<file path="config.mk">
export PLATFORM = sky130hd
export DESIGN_NAME = sensor_event_detector_top
export DESIGN_NICKNAME = d
export VERILOG_FILES = /design/src/hw/rtl/sed_pkg.sv /design/src/hw/rtl/sed_front.sv /design/src/hw/rtl/sed_queue.sv /design/src/hw/rtl/sed_back.sv /design/src/hw/rtl/sensor_event_detector_top.sv
export SDC_FILE = /design/constraint.sdc
export NUM_CORES = 1
export LEC_CHECK = 0
export BUFFER_PORTS_ARGS = -buffer_cell sky130_fd_sc_hd__buf_2
export CORE_ASPECT_RATIO = 0.7
export CORE_MARGIN = 2
export CORE_UTILIZATION = 42
export DETAILED_ROUTE_END_ITERATION = 6
export GPL_ROUTABILITY_DRIVEN = 1
export PLACE_DENSITY = 0.58
export SLEW_MARGIN = 20
export SYNTH_ARGS = -nofsm -noshare
export SYNTH_HDL_FRONTEND = slang
export SYNTH_HIERARCHICAL = 1
export SYNTH_SLANG_ARGS = --single-unit
export TNS_END_PERCENT = 20
</file>
<file path="constraint.sdc">
create_clock -name i_clk -period 5.8 [get_ports i_clk]
set_input_delay 1.16 -clock i_clk [delete_from_list [all_inputs] [get_ports i_clk]]
set_output_delay 1.16 -clock i_clk [all_outputs]
set_load 0.01 [all_outputs]
</file>
<file path="src/hw/rtl/sed_pkg.sv">
// ----------------------------------------------------------------------------
// sed_pkg: shared types and constants of the sensor event detector
// Event codes, register indexes, reset values and the queue entry format.
// ----------------------------------------------------------------------------
package sed_pkg;

    localparam int NUM_EVENTS = 7;

    localparam logic [2:0] EV_BATH   = 3'd0;
    localparam logic [2:0] EV_BED    = 3'd1;
    localparam logic [2:0] EV_ENTRY  = 3'd2;
    localparam logic [2:0] EV_BUTTON = 3'd3;
    localparam logic [2:0] EV_LATE   = 3'd4;
    localparam logic [2:0] EV_COLD   = 3'd5;
    localparam logic [2:0] EV_HOT    = 3'd6;

    typedef enum logic [2:0] {
        CFG_COLD_ON          = 3'd0,
        CFG_COLD_OFF         = 3'd1,
        CFG_HOT_ON           = 3'd2,
        CFG_HOT_OFF          = 3'd3,
        CFG_LOCKOUT_TICKS    = 3'd4,
        CFG_TICKS_PER_MINUTE = 3'd5,
        CFG_LATE_HOUR        = 3'd6
    } t_cfg_index;

    localparam logic signed [11:0] RST_COLD_ON          = 12'sd150;
    localparam logic signed [11:0] RST_COLD_OFF         = 12'sd155;
    localparam logic signed [11:0] RST_HOT_ON           = 12'sd300;
    localparam logic signed [11:0] RST_HOT_OFF          = 12'sd295;
    localparam logic [15:0]        RST_LOCKOUT_TICKS    = 16'd1500;
    localparam logic [15:0]        RST_TICKS_PER_MINUTE = 16'd4000;
    localparam logic [4:0]         RST_LATE_HOUR        = 5'd22;

    localparam logic [5:0] MINUTES_PER_HOUR = 6'd60;
    localparam logic [4:0] HOURS_PER_DAY    = 5'd24;

    typedef struct packed {
        logic [NUM_EVENTS-1:0] mask;
        logic [31:0]           stamp;
    } t_entry;

    typedef struct packed {
        logic   push;
        t_entry entry;
    } t_push;

    typedef struct packed {
        logic   nonempty;
        t_entry head;
    } t_head;

endpackage

</file>
<file path="src/hw/rtl/sed_front.sv">
// ----------------------------------------------------------------------------
// sed_front: tick classifier
// Accepts one tick per cycle while the queue has room, evaluates all event
// rules, updates the time counters and pushes fired-event words to the queue.
// ----------------------------------------------------------------------------
module sed_front (
    input  logic                i_clk,
    input  logic                i_rst_n,
    input  logic                i_in_valid,
    input  logic                i_queue_full,
    input  logic                i_bath_beam,
    input  logic                i_bed_beam,
    input  logic                i_entry_beam,
    input  logic                i_button_level,
    input  logic signed [11:0]  i_temperature,
    input  logic                i_cfg_valid,
    input  logic [2:0]          i_cfg_index,
    input  logic [15:0]         i_cfg_data,
    output sed_pkg::t_push      o_push
);
    import sed_pkg::*;

    logic signed [11:0] r_cold_on, r_cold_off, r_hot_on, r_hot_off;
    logic [15:0]        r_lockout_ticks, r_ticks_per_minute;
    logic [4:0]         r_late_hour;

    logic [31:0] r_tick, r_lock_start, r_minute_stamp;
    logic [5:0]  r_minute;
    logic [4:0]  r_hour;
    logic [15:0] r_subminute;
    logic [2:0]  r_beam_flags;
    logic        r_button_held, r_late_flag, r_cold_flag, r_hot_flag;

    logic [31:0] n_lock_start, n_minute_stamp;
    logic [5:0]  n_minute;
    logic [4:0]  n_hour;
    logic [15:0] n_subminute, sub_inc;
    logic [2:0]  n_beam_flags, beams;
    logic        n_button_held, n_late_flag, n_cold_flag, n_hot_flag;
    logic [NUM_EVENTS-1:0] mask;
    logic [31:0] lock_diff;
    logic        lock_over, beam_fired, accept;

    assign accept    = i_in_valid && !i_queue_full;
    assign beams     = {i_entry_beam, i_bed_beam, i_bath_beam};
    assign lock_diff = r_tick - r_lock_start;
    assign lock_over = lock_diff > {16'd0, r_lockout_ticks};
    assign sub_inc   = r_subminute + 16'd1;

    always_comb begin
        mask          = '0;
        n_beam_flags  = r_beam_flags;
        n_lock_start  = r_lock_start;
        beam_fired    = 1'b0;
        for (int i = 0; i < 3; i++) begin
            if (!beams[i]) begin
                if (!r_beam_flags[i]) begin
                    mask[i]         = 1'b1;
                    n_beam_flags[i] = 1'b1;
                    n_lock_start    = r_tick;
                    beam_fired      = 1'b1;
                end
            end else if (r_beam_flags[i] && lock_over && !beam_fired) begin
                n_beam_flags[i] = 1'b0;
            end
        end

        n_button_held = i_button_level;
        if (i_button_level && !r_button_held) begin
            mask[EV_BUTTON] = 1'b1;
        end

        n_late_flag = r_hour >= r_late_hour;
        if ((r_hour >= r_late_hour) && !r_late_flag) begin
            mask[EV_LATE] = 1'b1;
        end

        n_cold_flag = r_cold_flag;
        if (i_temperature < r_cold_on) begin
            mask[EV_COLD] = !r_cold_flag;
            n_cold_flag   = 1'b1;
        end else if (r_cold_flag && i_temperature > r_cold_off) begin
            n_cold_flag = 1'b0;
        end

        n_hot_flag = r_hot_flag;
        if (i_temperature > r_hot_on) begin
            mask[EV_HOT] = !r_hot_flag;
            n_hot_flag   = 1'b1;
        end else if (r_hot_flag && i_temperature < r_hot_off) begin
            n_hot_flag = 1'b0;
        end

        n_subminute    = sub_inc;
        n_minute_stamp = r_minute_stamp;
        n_minute       = r_minute;
        n_hour         = r_hour;
        if (sub_inc >= r_ticks_per_minute) begin
            n_subminute    = '0;
            n_minute_stamp = r_minute_stamp + 32'd1;
            n_minute       = r_minute + 6'd1;
            if (n_minute >= MINUTES_PER_HOUR) begin
                n_minute = '0;
                n_hour   = r_hour + 5'd1;
                if (n_hour >= HOURS_PER_DAY) begin
                    n_hour = '0;
                end
            end
        end
    end

    assign o_push.push        = accept && (mask != '0);
    assign o_push.entry.mask  = mask;
    assign o_push.entry.stamp = r_minute_stamp;

    always_ff @(posedge i_clk) begin
        if (!i_rst_n) begin
            r_cold_on          <= RST_COLD_ON;
            r_cold_off         <= RST_COLD_OFF;
            r_hot_on           <= RST_HOT_ON;
            r_hot_off          <= RST_HOT_OFF;
            r_lockout_ticks    <= RST_LOCKOUT_TICKS;
            r_ticks_per_minute <= RST_TICKS_PER_MINUTE;
            r_late_hour        <= RST_LATE_HOUR;
        end else if (i_cfg_valid) begin
            case (t_cfg_index'(i_cfg_index))
                CFG_COLD_ON:          r_cold_on          <= i_cfg_data[11:0];
                CFG_COLD_OFF:         r_cold_off         <= i_cfg_data[11:0];
                CFG_HOT_ON:           r_hot_on           <= i_cfg_data[11:0];
                CFG_HOT_OFF:          r_hot_off          <= i_cfg_data[11:0];
                CFG_LOCKOUT_TICKS:    r_lockout_ticks    <= i_cfg_data;
                CFG_TICKS_PER_MINUTE: r_ticks_per_minute <= i_cfg_data;
                CFG_LATE_HOUR:        r_late_hour        <= i_cfg_data[4:0];
                default: begin
                end
            endcase
        end
    end

    always_ff @(posedge i_clk) begin
        if (!i_rst_n) begin
            r_tick         <= '0;
            r_lock_start   <= '0;
            r_minute_stamp <= '0;
            r_minute       <= '0;
            r_hour         <= '0;
            r_subminute    <= '0;
            r_beam_flags   <= '0;
            r_button_held  <= 1'b0;
            r_late_flag    <= 1'b0;
            r_cold_flag    <= 1'b0;
            r_hot_flag     <= 1'b0;
        end else if (accept) begin
            r_tick         <= r_tick + 32'd1;
            r_lock_start   <= n_lock_start;
            r_minute_stamp <= n_minute_stamp;
            r_minute       <= n_minute;
            r_hour         <= n_hour;
            r_subminute    <= n_subminute;
            r_beam_flags   <= n_beam_flags;
            r_button_held  <= n_button_held;
            r_late_flag    <= n_late_flag;
            r_cold_flag    <= n_cold_flag;
            r_hot_flag     <= n_hot_flag;
        end
    end

endmodule

</file>
<file path="src/hw/rtl/sed_queue.sv">
// ----------------------------------------------------------------------------
// sed_queue: event word queue
// A small register queue that carries fired-event words from the front to
// the back, so that each side can stall on its own.
// ----------------------------------------------------------------------------
module sed_queue #(
    parameter int DEPTH = 4
) (
    input  logic           i_clk,
    input  logic           i_rst_n,
    input  sed_pkg::t_push i_push,
    input  logic           i_pop,
    output logic           o_full,
    output sed_pkg::t_head o_head
);
    import sed_pkg::*;

    localparam int PTR_W = (DEPTH > 1) ? $clog2(DEPTH) : 1;
    localparam int CNT_W = $clog2(DEPTH + 1);

    t_entry             r_mem [DEPTH];
    logic [PTR_W-1:0]   r_wr_ptr, r_rd_ptr;
    logic [CNT_W-1:0]   r_count;
    logic               do_pop;

    assign o_full          = r_count == CNT_W'(DEPTH);
    assign o_head.nonempty = r_count != '0;
    assign o_head.head     = r_mem[r_rd_ptr];
    assign do_pop          = i_pop && (r_count != '0);

    always_ff @(posedge i_clk) begin
        if (i_push.push) begin
            r_mem[r_wr_ptr] <= i_push.entry;
        end
    end

    always_ff @(posedge i_clk) begin
        if (!i_rst_n) begin
            r_wr_ptr <= '0;
            r_rd_ptr <= '0;
            r_count  <= '0;
        end else begin
            if (i_push.push) begin
                r_wr_ptr <= (r_wr_ptr == PTR_W'(DEPTH - 1)) ? '0 : r_wr_ptr + PTR_W'(1);
            end
            if (do_pop) begin
                r_rd_ptr <= (r_rd_ptr == PTR_W'(DEPTH - 1)) ? '0 : r_rd_ptr + PTR_W'(1);
            end
            if (i_push.push && !do_pop) begin
                r_count <= r_count + CNT_W'(1);
            end else if (do_pop && !i_push.push) begin
                r_count <= r_count - CNT_W'(1);
            end
        end
    end

endmodule

</file>
<file path="src/hw/rtl/sed_back.sv">
// ----------------------------------------------------------------------------
// sed_back: event emitter
// Walks the event word at the head of the queue in code order and presents
// one event per cycle in the output register while the output is not stalled.
// ----------------------------------------------------------------------------
module sed_back (
    input  logic           i_clk,
    input  logic           i_rst_n,
    input  sed_pkg::t_head i_head,
    input  logic           i_out_stall,
    output logic           o_pop,
    output logic           o_out_valid,
    output logic [2:0]     o_event_code,
    output logic [31:0]    o_event_stamp,
    output logic           o_last_event
);
    import sed_pkg::*;

    logic                  r_valid;
    logic [2:0]            r_code;
    logic [31:0]           r_stamp;
    logic                  r_last;
    logic [NUM_EVENTS-1:0] r_done;

    logic [NUM_EVENTS-1:0] pending, rest;
    logic [2:0]            sel;
    logic                  found, advance;

    assign pending = i_head.head.mask & ~r_done;

    always_comb begin
        sel   = '0;
        found = 1'b0;
        for (int i = 0; i < NUM_EVENTS; i++) begin
            if (pending[i] && !found) begin
                sel   = 3'(i);
                found = 1'b1;
            end
        end
        rest      = pending;
        rest[sel] = 1'b0;
    end

    assign advance = !r_valid || !i_out_stall;
    assign o_pop   = advance && i_head.nonempty && (rest == '0);

    always_ff @(posedge i_clk) begin
        if (!i_rst_n) begin
            r_valid <= 1'b0;
            r_done  <= '0;
        end else if (advance) begin
            r_valid <= i_head.nonempty;
            if (i_head.nonempty) begin
                if (rest == '0) begin
                    r_done <= '0;
                end else begin
                    r_done[sel] <= 1'b1;
                end
            end
        end
    end

    always_ff @(posedge i_clk) begin
        if (advance && i_head.nonempty) begin
            r_code  <= sel;
            r_stamp <= i_head.head.stamp;
            r_last  <= rest == '0;
        end
    end

    assign o_out_valid   = r_valid;
    assign o_event_code  = r_code;
    assign o_event_stamp = r_stamp;
    assign o_last_event  = r_last;

endmodule

</file>
<file path="src/hw/rtl/sensor_event_detector_top.sv">
// ----------------------------------------------------------------------------
// sensor_event_detector_top: tick event detector
// Front classifier, event queue and back emitter.
// ----------------------------------------------------------------------------
// The block takes one tick word per cycle while its queue has room. Each
// tick is classified combinationally and the events it fires are queued
// as one word; the emitter then delivers one event per cycle in code order
// while the output is not stalled, with the last event of a tick marked.
// A tick fires from zero up to seven events, each of which takes its own
// turn on the output channel, so the sustained tick rate is set by the
// emitter's output register. Ticks that fire nothing never occupy the queue.
// Configuration writes are always ready and take effect at the next cycle.
module sensor_event_detector_top #(
    parameter int QUEUE_DEPTH = 4
) (
    input  logic               i_clk,
    input  logic               i_rst_n,
    input  logic               i_in_valid,
    output logic               o_in_stall,
    input  logic               i_bath_beam,
    input  logic               i_bed_beam,
    input  logic               i_entry_beam,
    input  logic               i_button_level,
    input  logic signed [11:0] i_temperature,
    output logic               o_out_valid,
    input  logic               i_out_stall,
    output logic [2:0]         o_event_code,
    output logic [31:0]        o_event_stamp,
    output logic               o_last_event,
    input  logic               i_cfg_valid,
    output logic               o_cfg_ready,
    input  logic [2:0]         i_cfg_index,
    input  logic [15:0]        i_cfg_data
);
    import sed_pkg::*;

    t_push push;
    t_head head;
    logic  queue_full;
    logic  pop;

    assign o_in_stall  = queue_full;
    assign o_cfg_ready = 1'b1;

    sed_front u_front (
        .i_clk          (i_clk),
        .i_rst_n        (i_rst_n),
        .i_in_valid     (i_in_valid),
        .i_queue_full   (queue_full),
        .i_bath_beam    (i_bath_beam),
        .i_bed_beam     (i_bed_beam),
        .i_entry_beam   (i_entry_beam),
        .i_button_level (i_button_level),
        .i_temperature  (i_temperature),
        .i_cfg_valid    (i_cfg_valid),
        .i_cfg_index    (i_cfg_index),
        .i_cfg_data     (i_cfg_data),
        .o_push         (push)
    );

    sed_queue #(
        .DEPTH (QUEUE_DEPTH)
    ) u_queue (
        .i_clk   (i_clk),
        .i_rst_n (i_rst_n),
        .i_push  (push),
        .i_pop   (pop),
        .o_full  (queue_full),
        .o_head  (head)
    );

    sed_back u_back (
        .i_clk         (i_clk),
        .i_rst_n       (i_rst_n),
        .i_head        (head),
        .i_out_stall   (i_out_stall),
        .o_pop         (pop),
        .o_out_valid   (o_out_valid),
        .o_event_code  (o_event_code),
        .o_event_stamp (o_event_stamp),
        .o_last_event  (o_last_event)
    );

endmodule
</file>
# Yosys cells after proc, flatten, opt, wreduce, memory -nomap -nowiden
# Memory sizes are Yosys's and may differ from the RTL's. A register that Yosys moved wholly into a read port is not among the register bits.
# Cells that the tools add are included.
# word_totals
ff_bits,266
mem_count,1
ram_bits,156
out_inout_bits,39
# mem_list
name,words,word_bits,read_ports,rd_clocked_by_memory_dff,write_ports,line_no,source
u_queue.r_mem,4,39,1,1,1,sed_queue.sv:21,t_entry r_mem [DEPTH];
# op_classes
mux,54
eq_ne,12
reduce_logical,63
bitwise_logic,5
n_addsub,10
n_lt_le_gt_ge,11
# op_table
operator,n
two-way mux 32 bit,6
"adder 32 x 1 -> 32 bit, second input constant",2
greater-than comparator 32 x 16 -> 1 bit,1
two-way mux 1 bit,32
subtractor 32 bit,1
AND reduction 2 bit,14
greater-than comparator 12 bit,2
< comparator 12 bit,2
logical AND 1 bit,23
logical NOT 1 bit,17
"adder 16 x 1 -> 16 bit, second input constant",1
greater-or-equal comparator 16 bit,1
two-way mux 16 bit,1
two-way mux 3 bit,5
AND 7 bit,2
inverter 7 bit,2
"== test 3 bit, second input constant",4
two-way mux 2 bit,6
logical NOT 7 bit,1
two-way mux 7 bit,1
bitwise OR 7 bit,1
nonzero test 7 bit,1
"adder 6 x 1 -> 6 bit, second input constant",1
"== test 3 x 2 -> 1 bit, second input constant",2
other kinds (20),26

# Logic depth before layout (Yosys ltp)
# Gate-level depths: netlist of the first run.
# logic_depth
ltp_word,33
ltp_mapped,20
ltp_nobuf,20

# Cells and area by module
# The synthesis of the first run kept the hierarchy.
# by_module_without_submodules
module,area_per_inst_um2,cells_each,seq_area_each_um2,instances
sed_front,12588.3,1607,4304.1,1
sed_queue,6077.1,249,4864.7,1
sed_back,1627.8,98,1241.2,1
sensor_event_detector_top,11.3,2,0.0,1

# Worst setup path after synthesis of the first run
# No wires, ideal clock.
# synth_timing
path_type,input to register
startpoint,input i_temperature[1]
endpoint,"memory u_queue/r_mem[0][0] (netlist bit), enable pin"
setup_ns,0.400
arrival_ns,4.102
slack_ns,1.298
stages,11
n_path_buf,0
cell_sequence,ha_1 -> a21o_1 -> a21o_1 -> a21o_1 -> a21o_1 -> a21o_1 -> a21o_1 -> a211oi_1 -> o21ai_1 -> o22ai_1 -> and2_1
# synth_rtl
element,line_no,source
"start, declared",sensor_event_detector_top.sv:24,"input logic signed [11:0] i_temperature,"
"end, declared",sed_queue.sv:21,

# Final worst setup path of the first run
# layout_timing
startpoint,register u_front.r_tick[0]
endpoint,register u_front.r_beam_flags[2]
# layout_via
elab_chain_cells,6
# layout_rtl
element,line_no,source
"start, declared",sed_front.sv:27,"logic [31:0] r_tick, r_lock_start, r_minute_stamp;"
"start signal, assigned",sed_front.sv:154,r_tick <= r_tick + 32'd1;
subtractor 32 bit,sed_front.sv:46,assign lock_diff = r_tick - r_lock_start;
greater-than comparator 32 x 16 -> 1 bit,sed_front.sv:47,"assign lock_over = lock_diff > {16'd0, r_lockout_ticks};"
logical AND 1 bit (2 in series),sed_front.sv:63,end else if (r_beam_flags[i] && lock_over && !beam_fired) begin
inequality test 2 x 1 -> 1 bit (no line),n/a,
AND reduction 2 bit (no line),n/a,
"end signal, assigned",sed_front.sv:160,r_beam_flags <= n_beam_flags;
"end, declared",sed_front.sv:31,logic [2:0] r_beam_flags;
# Every way passes these cells.
# A chain may end at the register's enable or synchronous reset.

==> key figures, run 1 <==
Worst setup path
  – Startpoint types: flip-flop
  – CP max-delay cell: or4_1
  – Worst-path maximum fanout: 5
  – Reg2reg path depth: 20
  – Worst path cell trace: inv_1, ha_1, fa_1, nand2b_1, a21oi_1, o21a_1, o21a_1, nor2_1, xnor2_1, ha_1, and3_1, a221o_1, a221oi_2, a31oi_1, or4_1, nor3_1, o2111ai_1, nor4_2, nand4_2, a41oi_2
  – Crit-path max cell delay: between 0.4 and 0.5 ns
  – Worst Setup Path Type: flip-flop to flip-flop
  – CP endpoint kind: flip-flop
  – Worst EP arrival: 5.62 ns
  – Crit path required time: 6.29 ns

Drt
  – Post-route DRC: 0
  – Total number of vias: 14500
  – DR vias/cell: around 5.4
  – DRT antenna net count: 0
  – 1st-pass router iterations: 7
  – DR iter-0 viols: 1188
  – Wire per inst: 17.3 um
  – Drt total wl: around 46 mm

STA
  – Final Setup Violations: 0
  – Slew HR: 40.1%
  – Final Slew Violations: 0
  – Final Skew: 0.0285 ns
  – Fmax: 0.195 GHz
  – Worst setup margin: 0.673 ns
  – RSZ-0062 raised after global routing: no
  – Tmin final: 5.13 ns
  – Worst-margin pin slew: 0.886 ns
  – Final Hold Viols: 0
  – Setup TNS: 0 ns
  – Tcrit/Tclk final: between 80% and 90%

Synth
  – Dominant register cell in the synthesized netlist: dfxtp_1
  – #FFs+latches synth: between 400 and 500
  – Netlist Area Pre-Place: 20300 um2
  – FFs w/ async S/R, synth: 0%
  – Number of enable flip-flop cells after synthesis: 192
  – Yosys warning total: 6
  – Seq/Total Area, Yosys: 51.3%
  – Netlist cell types: 85
  – Mapped Nets: around 2100
  – Syn Inst Count: ~2000
  – Mean post-synth cell area: a little over 10 um2

Place
  – GPL Wtd Cong: 0.875
  – Final HPWL DP: 31.6 mm
  – Port bufs: 77
  – Worst slack, placed: 0.749 ns

Clock tree
  – CTS Root Cell: clkbuf_16
  – Post-CTS sizing: 0
  – Clock Latency Late Sink: 0.57 ns
  – Clock-pin slew on the worst setup and hold paths: 0.06 ns
  – Post-CTS setup buffers: 0
  – Deepest clock path buffer count: 3
  – CTS tree: built
  – Clock sink total: 424
  – Cts bufs inserted: 43
  – H-tree levels: 2
  – Hold buffer count at cts: 0

Floorplan
  – Core Area: ~48000 um2
  – Die Footprint: 50100 um2
  – Die H: 188 um
  – I/O pins: 79
  – Starting Density: a little over two fifths
  – Row count: 67
  – Die span in x: 267 um

Global routing
  – Met1 Use GR: 28.3%
  – Largest net degree at the start of global routing: 75
  – Initial antenna violation count: 2
  – Vias in the first global route: 14000
  – Gr ovfl total: 0
  – Grt peak-use layer: met1
  – M3 GR Usage: 4.16%
  – GR Util met2: 27.2%
  – First-pass GRT wire length: 75.4 mm
  – Total GRT Usage: 18.7%

Min path
  – Worst hold path type: flip-flop to flip-flop
  – WHS Path Cells: 2

Final layout
  – Ant diodes: 0
  – Area Growth Syn to Fin: 12.6%
  – Fin nets: 2189
  – Fillcell total: between 4000 and 5000
  – Final Util: 47.8%
  – Fraction of layout instances using a drive strength above 1: between 10 and 15%

Job
  – Maxcap violations: 0

Power
  – Leakage: roughly 8.7 nW
  – Pwr dens: about 350 nW/um2
  – Max VDD drop: roughly 220 uV

Status
  – Status: finished, final reports clean
[path summary, 6_finish.rpt]
kind / startpoint / to / slack [ns]
hold reg to reg: u_front/r_lock_start[24] / u_front/r_lock_start[24] / 0.45
setup reg to reg: u_front/r_tick[0] / u_front/r_beam_flags[2] / 0.67
hold / removal: u_front/r_lock_start[24] / u_front/r_lock_start[24] / 0.45
setup / recovery: u_front/r_tick[0] / u_front/r_beam_flags[2] / 0.67
[synthesized netlist by cell type, types with 40 or more instances]
cell,n,area (um2)
dfxtp_1,232,4640
inv_1,141,529
o211ai_1,40,300
nand2_1,295,1110
ha_1,125,1560
nor2_1,98,368
xor2_1,48,420
edfxtp_1,192,5770
a21oi_1,167,836
clkbuf_1,58,218
nand3_1,46,230
[layer usage]
metal / wire [um] / vias to the layer above
li1: - / 7138
met1: 23800 / 6999
met2: 19200 / 301
met3: 2650 / 48
met4: 590 / 2
met5: 11 / -
[power by group]
part           switching [mW]  leakage (nW)  total, mW  internal, mW
Combinational           0.881          4.20       1.48         0.596
Sequential              0.125          3.73       3.68          3.55
Clock                    1.20         0.724       2.88          1.68
[logic make-up (layout without fill, tap and decap cells)]
group,Yosys count,in the layout,synth area share [%]
other,1,1,0.0185
flip-flops,424,424,51.3
AND/OR/NAND/NOR,640,640,15.0
multiplexers,51,51,4.92
XOR/XNOR,83,83,3.58
buffers and inverters,219,320,4.40
adder cells (fa/ha/maj),127,127,7.90
AO/OA/AOI/OAI,411,411,12.9
[sequential cells by signal (all words and copies together) (netlist names), 6 cells and up, named ones only]
name                        flops
u_front/r_cold_off             12
u_back/o_event_stamp           32
u_front/r_minute                6
u_queue/r_mem                 156
u_front/r_minute_stamp         32
u_front/r_hot_off              12
u_front/r_lock_start           32
u_front/r_tick                 32
u_back/r_done                   7
u_front/r_subminute            16
u_front/r_lockout_ticks        16
u_front/r_cold_on              12
u_front/r_ticks_per_minute     16
u_front/r_hot_on               12
[through the flow]
stage | hold WS (ns) | cells | power, mW | instance area, um2
after CTS | 0.456 | 2678 | 8.15 | 22800
after floorplan | 0.431 | 1956 | 4.72 | 20300
final | 0.454 | 2678 | 8.03 | 22900
after global routing | 0.470 | 2678 | 8.44 | 22900
after global placement | 0.436 | 2598 | 5.19 | 21400
after detailed placement | 0.447 | 2598 | 5.22 | 21400
[layout make-up]
class	count	area (um2)	area share, %
Sequential cell	424	10400	45.6
Inverter	142	536	2.34
Multi-Input combinational cell	1313	9050	39.6
Timing Repair Buffer	98	593	2.59
Tap cell	621	777	3.40
Clock buffer	60	1220	5.34
Clock inverter	20	269	1.18
[placed cells by master, fill, tap and decap left out, types with 18 or more instances in the layout]
cell / n
dfxtp_1: 230
o211ai_1: 40
ha_1: 125
a21o_1: 30
or4_1: 25
o31ai_1: 29
buf_2: 77
xnor2_1: 35
mux4_2: 39
nand2_1: 295
o21a_1: 20
inv_1: 141
nor2b_1: 25
nand2b_1: 24
a21oi_1: 167
nand3_1: 45
and3_1: 24
edfxtp_1: 192
xor2_1: 48
or3_1: 18
o21ai_0: 39
nor2_1: 95
nand4_1: 24
clkbuf_16: 43
[worst max-delay path, delay by kind of cell (launching register included)]
kind	cells	cell delay, ns
compound gates	8	1.82
simple gates	7	1.66
fa+ha+maj	3	0.94
flops	1	0.41
xor+xnor	1	0.12
buf+inv	1	0.09
No activity file was read; power rests on OpenSTA's default activity.
==> inputs of run 2 (changes only) <==
CORE_MARGIN = 1   (was 2)
SYNTH_HIERARCHICAL = default   (was 1)
==> run 2 against run 1 <==
Net effect: largest cell class unchanged; power is 1.6% higher; largest power group unchanged; non-clock buffer count is the same; die area decreased by 2.7%; highest routed layer is now met4; hold slack worse by 0.0020 ns; the flow now finishes with violations (design-rule violations).
==> key figures, run 2 <==
STA
  – Tmin final: 5.01 ns (-0.119 ns)
  – Worst-margin pin slew: 1.01 ns (+0.124 ns)
  – Slew HR: 32.6% (-7.5 points)
  – Worst setup margin: 0.791 ns (+0.119 ns)
  – Final Setup Violations: 0 (unchanged)
  – Final Hold Viols: 0 (unchanged)
  – Tcrit/Tclk final: 86.4% (-2.0 points)
  – Final Skew: 0.0343 ns (+0.00581 ns)
  – RSZ-0062 raised after global routing: no
  – Fmax: 0.200 GHz (+2.4%)
  – Setup TNS: 0 ns (unchanged)
  – Final Slew Violations: 0 (unchanged)

Drt
  – DRT antenna net count: 0 (unchanged)
  – Post-route DRC: 2 (+2)
  – Total number of vias: 14500 (-0.14%)
  – Drt total wl: 46.4 mm (+0.22%)
  – DR vias/cell: 5.35 (-1.0%)
  – DR iter-0 viols: 1116 (-6.1%)
  – Wire per inst: 17.2 um (-0.67%)
  – 1st-pass router iterations: 7 (unchanged)

Synth
  – Seq/Total Area, Yosys: 51.7% (+0.45 points)
  – Number of enable flip-flop cells after synthesis: 192 (unchanged)
  – Synth top area share: 28.6% (+0.25 points)
  – Netlist cell types: 70 (-18%)
  – Yosys top cell by area: edfxtp_1
  – Netlist Area Pre-Place: 20100 um2 (-0.87%)
  – Syn Inst Count: 1987 (+1.6%)
  – Top cells by count, synth: nand2_1, dfxtp_1, edfxtp_1
  – Top cells by area, synth: edfxtp_1, dfxtp_1, ha_1, nand2_1, a21oi_1
  – #FFs+latches synth: 424 (unchanged)
  – FFs w/ async S/R, synth: 0% (unchanged)
  – Mapped Nets: 2154 (+1.5%)
  – Cell with the most instances after synthesis: nand2_1
  – Dominant register cell in the synthesized netlist: dfxtp_1
  – Yosys warning total: 0 (-6)
  – Mean post-synth cell area: 10.1 um2 (-2.4%)

Worst setup path
  – Worst Setup Path Type: flip-flop to flip-flop
  – Crit path from: u_front.r_subminute[2]
  – Worst EP arrival: 5.51 ns (-0.11 ns)
  – Reg2reg path depth: 16 (-20%)
  – Crit Reg-Reg Endpoint: u_front.r_subminute[9]
  – Reg-to-Reg Start: u_front.r_subminute[2]
  – Crit path required time: 6.30 ns (about the same)
  – FF-to-FF setup slack: 0.79 ns (+0.12 ns)
  – Worst-path maximum fanout: 20 (+15)
  – Startpoint types: flip-flop
  – CP endpoint kind: flip-flop

Power
  – Combinational power share: 17.6% (-0.8 points)
  – Max VDD drop: 312 uV (+44%)
  – Flop pwr share: 44.8% (-1.0 points)
  – Pwr dens: 358 nW/um2 (+1.8%)
  – Sw Ratio: 27.6% (+0.15 points)
  – NetSw: 2.25 mW (+2.1%)
  – Total power: 8.16 mW (+1.6%)
  – Internal power: 5.90 mW (+1.4%)
  – Clk pwr share: 37.6% (+1.8 points)
  – Leakage: 8.75 nW (+1.1%)

Clock tree
  – Post-CTS sizing: 0 (unchanged)
  – CTS tree: built
  – Post-CTS setup buffers: 0 (unchanged)
  – H-tree levels: 2 (unchanged)
  – Clock sink total: 424 (unchanged)
  – Cts bufs inserted: 44 (+2.3%)
  – Hold buffer count at cts: 0 (unchanged)
  – CTS Root Cell: clkbuf_16
  – Clock-pin slew on the worst setup and hold paths: 0.06 ns (about the same)
  – Deepest clock path buffer count: 3 (unchanged)
  – Clock Latency Late Sink: 0.58 ns (about the same)

Final layout
  – Fraction of layout instances using a drive strength above 1: 11.5% (-0.14 points)
  – Register cell area after layout: 10400 um2 (unchanged)
  – Ant diodes: 0 (unchanged)
  – Max FFs per register: 156 (unchanged)
  – Commonest cells after routing, fill and taps aside: nand2_1, dfxtp_1, edfxtp_1
  – Final Util: 48.7% (+0.87 points)
  – Multi-input combinational cell area: 8910 um2 (-1.5%)
  – Fin nets: 2221 (+1.5%)
  – Biggest register: u_queue.r_mem
  – Most common cell after layout, fill and taps aside: nand2_1
  – Fillcell total: 4242 (-2.9%)
  – Area Growth Syn to Fin: 13.3%

Floorplan
  – Die H: 185 um (-1.5%)
  – Starting Density: 43.0% (+0.50 points)
  – Die span in x: 264 um (-1.2%)
  – Die Footprint: 48800 um2 (-2.7%)
  – I/O pins: 79 (unchanged)
  – Core Area: 46800 um2 (-2.0%)
  – Row count: 66 (-1.5%)

Global routing
  – Gr ovfl total: 0 (unchanged)
  – Total GRT Usage: 19.2% (+0.51 points)
  – Vias in the first global route: 14000 (+0.54%)
  – Initial antenna violation count: 0 (-2)
  – Largest net degree at the start of global routing: 93 (+24%)
  – First-pass GRT wire length: 75.1 mm (-0.38%)

Place
  – GPL Wtd Cong: 0.865 (-1.1%)
  – Port bufs: 77 (unchanged)
  – Worst slack, placed: 0.854 ns (+0.105 ns)
  – Final HPWL DP: 31.4 mm (-0.56%)

Min path
  – Worst hold path type: flip-flop to flip-flop
  – WHS Path Cells: 2 (unchanged)
  – Hold_sp: u_front.r_lock_start[5]
  – Hold EP: u_front.r_lock_start[5]

Status
  – Status: finished, violations left
  – Violated checks: design-rule violations

Job
  – Maxcap violations: 0 (unchanged)
==> run 2: cell types whose count changed after synthesis, moves of 13 or more <==
cell,change
o21ai_1,-14
or4_1,-20
o31ai_1,-23
o21ai_0,+15
nand2_1,+39
xnor2_1,+13
nor2_1,+18
==> run 2: worst max path at each step <==
stage | end | slack, ns | depth (start not counted)
6_report | u_front.r_subminute[9] | 0.79 | 16
2_1_floorplan | u_queue.r_count[2] | 1.17 | 8
4_1_cts | u_front.r_subminute[9] | 0.84 | 16
3_5_place_dp | u_front.r_subminute[9] | 0.85 | 16
5_1_grt | u_front.r_subminute[9] | 0.33 | 16
3_3_place_gp | u_front.r_subminute[9] | 1.01 | 16
==> run 2: logic make-up (layout without fill, tap and decap cells) <==
logic type / Yosys count / in the layout / share of synthesized area [%]
AO/OA/AOI/OAI: 374 / 374 / 11.1
XOR/XNOR: 88 / 88 / 3.83
adder cells (fa/ha/maj): 128 / 128 / 8.02
buffers and inverters: 219 / 322 / 4.12
flip-flops: 424 / 424 / 51.7
multiplexers: 59 / 59 / 5.37
other: 1 / 1 / 0.0186
AND/OR/NAND/NOR: 694 / 694 / 15.9
==> run 2: power by group through the flow <==
stage	sequential [mW]	combinational, mW	clock [mW]
final	3.65	1.44	3.07
after global routing	3.69	1.60	3.26
after CTS	3.66	1.46	3.14
after detailed placement	3.72	1.45	0
after global placement	3.71	1.43	0
after floorplan	3.77	0.886	0
==> run 2: worst max-delay path: stages (launching register included) <==
cell and delay (ns):
dfxtp_1 0.40, nand3_1 0.17, or2_1 0.31, or2_2 0.36
nor2_1 0.22, nand3_1 0.18, or2_1 0.32, nor2_1 0.14
xor2_1 0.20, ha_1 0.27, nand4_1 0.13, nor2_1 0.07
a211oi_1 0.34, o21a_1 0.68, nand2_1 0.46, or4_1 0.51
a21oi_1 0.15
==> run 2: final cells by class <==
cell class	count	share of cell area [%]
clock inverter	26	1.63
timing repair buffer	98	2.44
inverter	142	2.35
clock buffer	56	5.47
sequential	424	45.7
multi-input combinational	1344	39.1
tap	612	3.36
==> run 2: stage by stage <==
step / cells / hold WS [ns] / area [um2]
after floorplan: 1987 / 0.428 / 20100
after global placement: 2620 / 0.441 / 21200
after detailed placement: 2620 / 0.446 / 21200
after CTS: 2702 / 0.454 / 22800
after global routing: 2702 / 0.474 / 22800
final: 2702 / 0.452 / 22800
==> run 2: per-layer routing <==
| metal | wire [um] | GRT usage, % |
|---|---|---|
| met4 | 719 | 3.95 |
| met5 | 0 | 0 |
| met2 | 20100 | 30.1 |
| met1 | 23400 | 27.9 |
| met3 | 2210 | 2.99 |
==> inputs of run 3 (changes only) <==
--- a/config.mk
+++ b/config.mk
@@ -13,4 +13,5 @@
 export GPL_ROUTABILITY_DRIVEN = 1
 export PLACE_DENSITY = 0.58
+export SETUP_SLACK_MARGIN = 0.15
 export SLEW_MARGIN = 20
 export SYNTH_ARGS = -nofsm -noshare
==> constraint.sdc (replaced) <==
create_clock -name i_clk -period 5.8 [get_ports i_clk]
set_input_delay 0 -clock i_clk [delete_from_list [all_inputs] [get_ports i_clk]]
set_output_delay 0 -clock i_clk [all_outputs]
set_load 0.01 [all_outputs]
==> run 3 against run 2 <==
Net effect: the flow now finishes without violations; via count fell by 0.11%; clock power about the same; wire length decreased by 1.3%; critical endpoint is now u_front.r_beam_flags[2].
==> key figures, run 3 (synthesis gave the netlist of run 2 again) <==
Final layout
  – Commonest cells after routing, fill and taps aside: nand2_1, dfxtp_1, edfxtp_1
  – Area Growth Syn to Fin: 14.3%
  – Fillcell total: 4275 (+0.78%)
  – Ant diodes: 0 (unchanged)
  – Fraction of layout instances using a drive strength above 1: 10.8% (-0.70 points)
  – Final Cell Area: 23000 um2 (+0.86%)
  – Most common cell after layout, fill and taps aside: nand2_1
  – Fin nets: 2246 (+1.1%)
  – Biggest register: u_queue.r_mem
  – Final std cells w/o fill: 2727 (+0.93%)
  – Max FFs per register: 156 (unchanged)

Clock tree
  – CTS tree: built
  – Clock sink total: 424 (unchanged)
  – Hold buffer count at cts: 28 (+28)
  – Clock-pin slew on the worst setup and hold paths: 0.06 ns (about the same)
  – Post-CTS sizing: 0 (unchanged)
  – Cts bufs inserted: 44 (unchanged)
  – H-tree levels: 2 (unchanged)
  – Deepest clock path buffer count: 3 (unchanged)
  – Post-CTS setup buffers: 0 (unchanged)
  – CTS Root Cell: clkbuf_16
  – Clock Latency Late Sink: 0.57 ns (about the same)

STA
  – Fmax: 0.193 GHz (-3.3%)
  – Final Skew: 0.0290 ns (-0.00533 ns)
  – RSZ-0062 raised after global routing: no
  – Tcrit/Tclk final: 89.3% (+2.9 points)
  – Setup TNS: 0 ns (unchanged)
  – Tmin final: 5.18 ns (+0.171 ns)
  – Slew HR: 26.7% (-5.9 points)
  – Worst-margin pin slew: 1.09 ns (+0.0804 ns)
  – Final Slew Violations: 0 (unchanged)
  – Final Hold Viols: 0 (unchanged)
  – Final Setup Violations: 0 (unchanged)

Global routing
  – Total GRT Usage: 19.0% (-0.13 points)
  – Vias in the first global route: 14000 (-0.26%)
  – Largest net degree at the start of global routing: 68 (-27%)
  – First-pass GRT wire length: 74.8 mm (-0.49%)
  – Initial antenna violation count: 1 (+1)
  – Gr ovfl total: 0 (unchanged)

Drt
  – Post-route DRC: 0 (-2)
  – DRT antenna net count: 0 (unchanged)
  – Drt total wl: 45.8 mm (-1.3%)
  – DR vias/cell: 5.30 (-1.0%)
  – Total number of vias: 14500 (-0.11%)
  – DR iter-0 viols: 1078 (-3.4%)
  – Wire per inst: 16.8 um (-2.2%)
  – 1st-pass router iterations: 5 (-2)

Min path
  – Hold_sp: i_temperature[11]
  – Hold EP: u_front.r_cold_flag
  – WHS Path Cells: 5 (+3)
  – Worst hold path type: input port to flip-flop

Worst setup path
  – Worst Setup Path Type: flip-flop to flip-flop
  – Worst-path maximum fanout: 6 (-70%)
  – Crit path required time: 6.30 ns (about the same)
  – Worst EP arrival: 5.68 ns (+0.17 ns)
  – Crit Reg-Reg Endpoint: u_front.r_beam_flags[2]
  – CP endpoint kind: flip-flop
  – Startpoint types: flip-flop
  – FF-to-FF setup slack: 0.62 ns (-0.17 ns)
  – Reg2reg path depth: 19 (+3)
  – Reg-to-Reg Start: u_front.r_tick[0]

Power
  – Sw Ratio: 27.1% (-0.51 points)
  – Leakage: 8.84 nW (+1.1%)
  – Internal power: 5.93 mW (+0.47%)
  – NetSw: 2.21 mW (-2.1%)
  – Flop pwr share: 44.9% (about the same)
  – Clk pwr share: 37.4% (-0.2 points)
  – Pwr dens: 354 nW/um2 (-1.1%)
  – Max VDD drop: 245 uV (-21%)
  – Combinational power share: 17.7% (about the same)

Place
  – Final HPWL DP: 31.0 mm (-1.3%)
  – Post-place instance area: 21100 um2 (-0.17%)
  – Port bufs: 77 (unchanged)
  – Cells after DPL: 2617 (-0.11%)
  – GPL Wtd Cong: 0.835 (-3.5%)

Floorplan
  – Die Footprint: 48800 um2 (unchanged)
  – Starting Density: 43.0% (unchanged)
  – I/O pins: 79 (unchanged)
  – Die span in x: 264 um (unchanged)
  – Row count: 66 (unchanged)
  – Die H: 185 um (unchanged)
  – Core Area: 46800 um2 (unchanged)

Job
  – Maxcap violations: 0 (unchanged)

Status
  – Status: finished, final reports clean
run 3: cell count changes in the layout (fill, tap and decap cells not counted), moves of 4 or more:
cell / previous run / this run
clkinvlp_4: 9 / 3
clkinv_1: 1 / 6
dlygate4sd3_1: 0 / 28
clkbuf_1: 2 / 6
clkbuf_8: 10 / 6
run 3: per-stage QoR:
stage	utilization [%]	worst slack [ns]	hold slack (ns)	total power, mW
global route	49.1	0.209	0.211	8.53
floorplan	-	1.85	0.101	4.66
global placement	45.2	1.34	0.226	5.12
detailed placement	45.2	1.16	0.229	5.17
CTS	49.1	0.651	0.157	8.23
finish	49.1	0.621	0.166	8.14
run 3: power groups by stage:
| stage | clock network, mW | logic [mW] | registers, mW |
|---|---|---|---|
| 2_1_floorplan | 0 | 0.886 | 3.77 |
| 6_report | 3.04 | 1.44 | 3.66 |
| 3_5_place_dp | 0 | 1.44 | 3.72 |
| 5_1_grt | 3.24 | 1.59 | 3.69 |
| 4_1_cts | 3.12 | 1.46 | 3.66 |
| 3_3_place_gp | 0 | 1.41 | 3.71 |
run 3: metal layers:
layer / track usage (%) / share of wire [%]
met5: 0 / 0
met4: 5.05 / 1.8
met3: 3.40 / 5.1
met2: 29.2 / 43
met1: 27.6 / 50
run 3: worst max-delay path by stage:
stage | start | endpoint | slack [ns]
after floorplan | u_front.r_subminute[2] | u_front.r_minute_stamp[26] | 1.85
after global placement | u_front.r_tick[0] | u_front.r_beam_flags[2] | 1.34
after detailed placement | u_front.r_subminute[2] | u_front.r_hour[2] | 1.16
after CTS | u_front.r_tick[0] | u_front.r_beam_flags[2] | 0.65
after global routing | u_front.r_tick[0] | u_front.r_beam_flags[2] | 0.21
final | u_front.r_tick[0] | u_front.r_beam_flags[2] | 0.62
run 3: final cells by class:
type / instances / area [um2] / share of cell area [%]
clock buffer: 56 / 1210 / 5.24
timing repair buffer: 123 / 801 / 3.48
clock inverter: 26 / 362 / 1.57
tap: 612 / 766 / 3.33
inverter: 142 / 536 / 2.33
multi-input combinational: 1344 / 8910 / 38.8
sequential: 424 / 10400 / 45.3
run 3: worst max-delay path: stages (launching register included):
cell,delay (ns)
dfxtp_1,0.43
inv_1,0.07
ha_1,0.21
fa_1,0.40
nand2b_1,0.18
a21o_1,0.19
a31oi_1,0.24
o21ai_0,0.29
xnor2_1,0.21
ha_1,0.34
a21oi_1,0.17
nand2_1,0.08
a221o_1,0.34
o31ai_1,0.26
o2111ai_1,0.15
nor4_1,0.26
and4_1,0.23
nand3_1,0.21
a41oi_1,0.29
dlygate4sd3_1,0.57
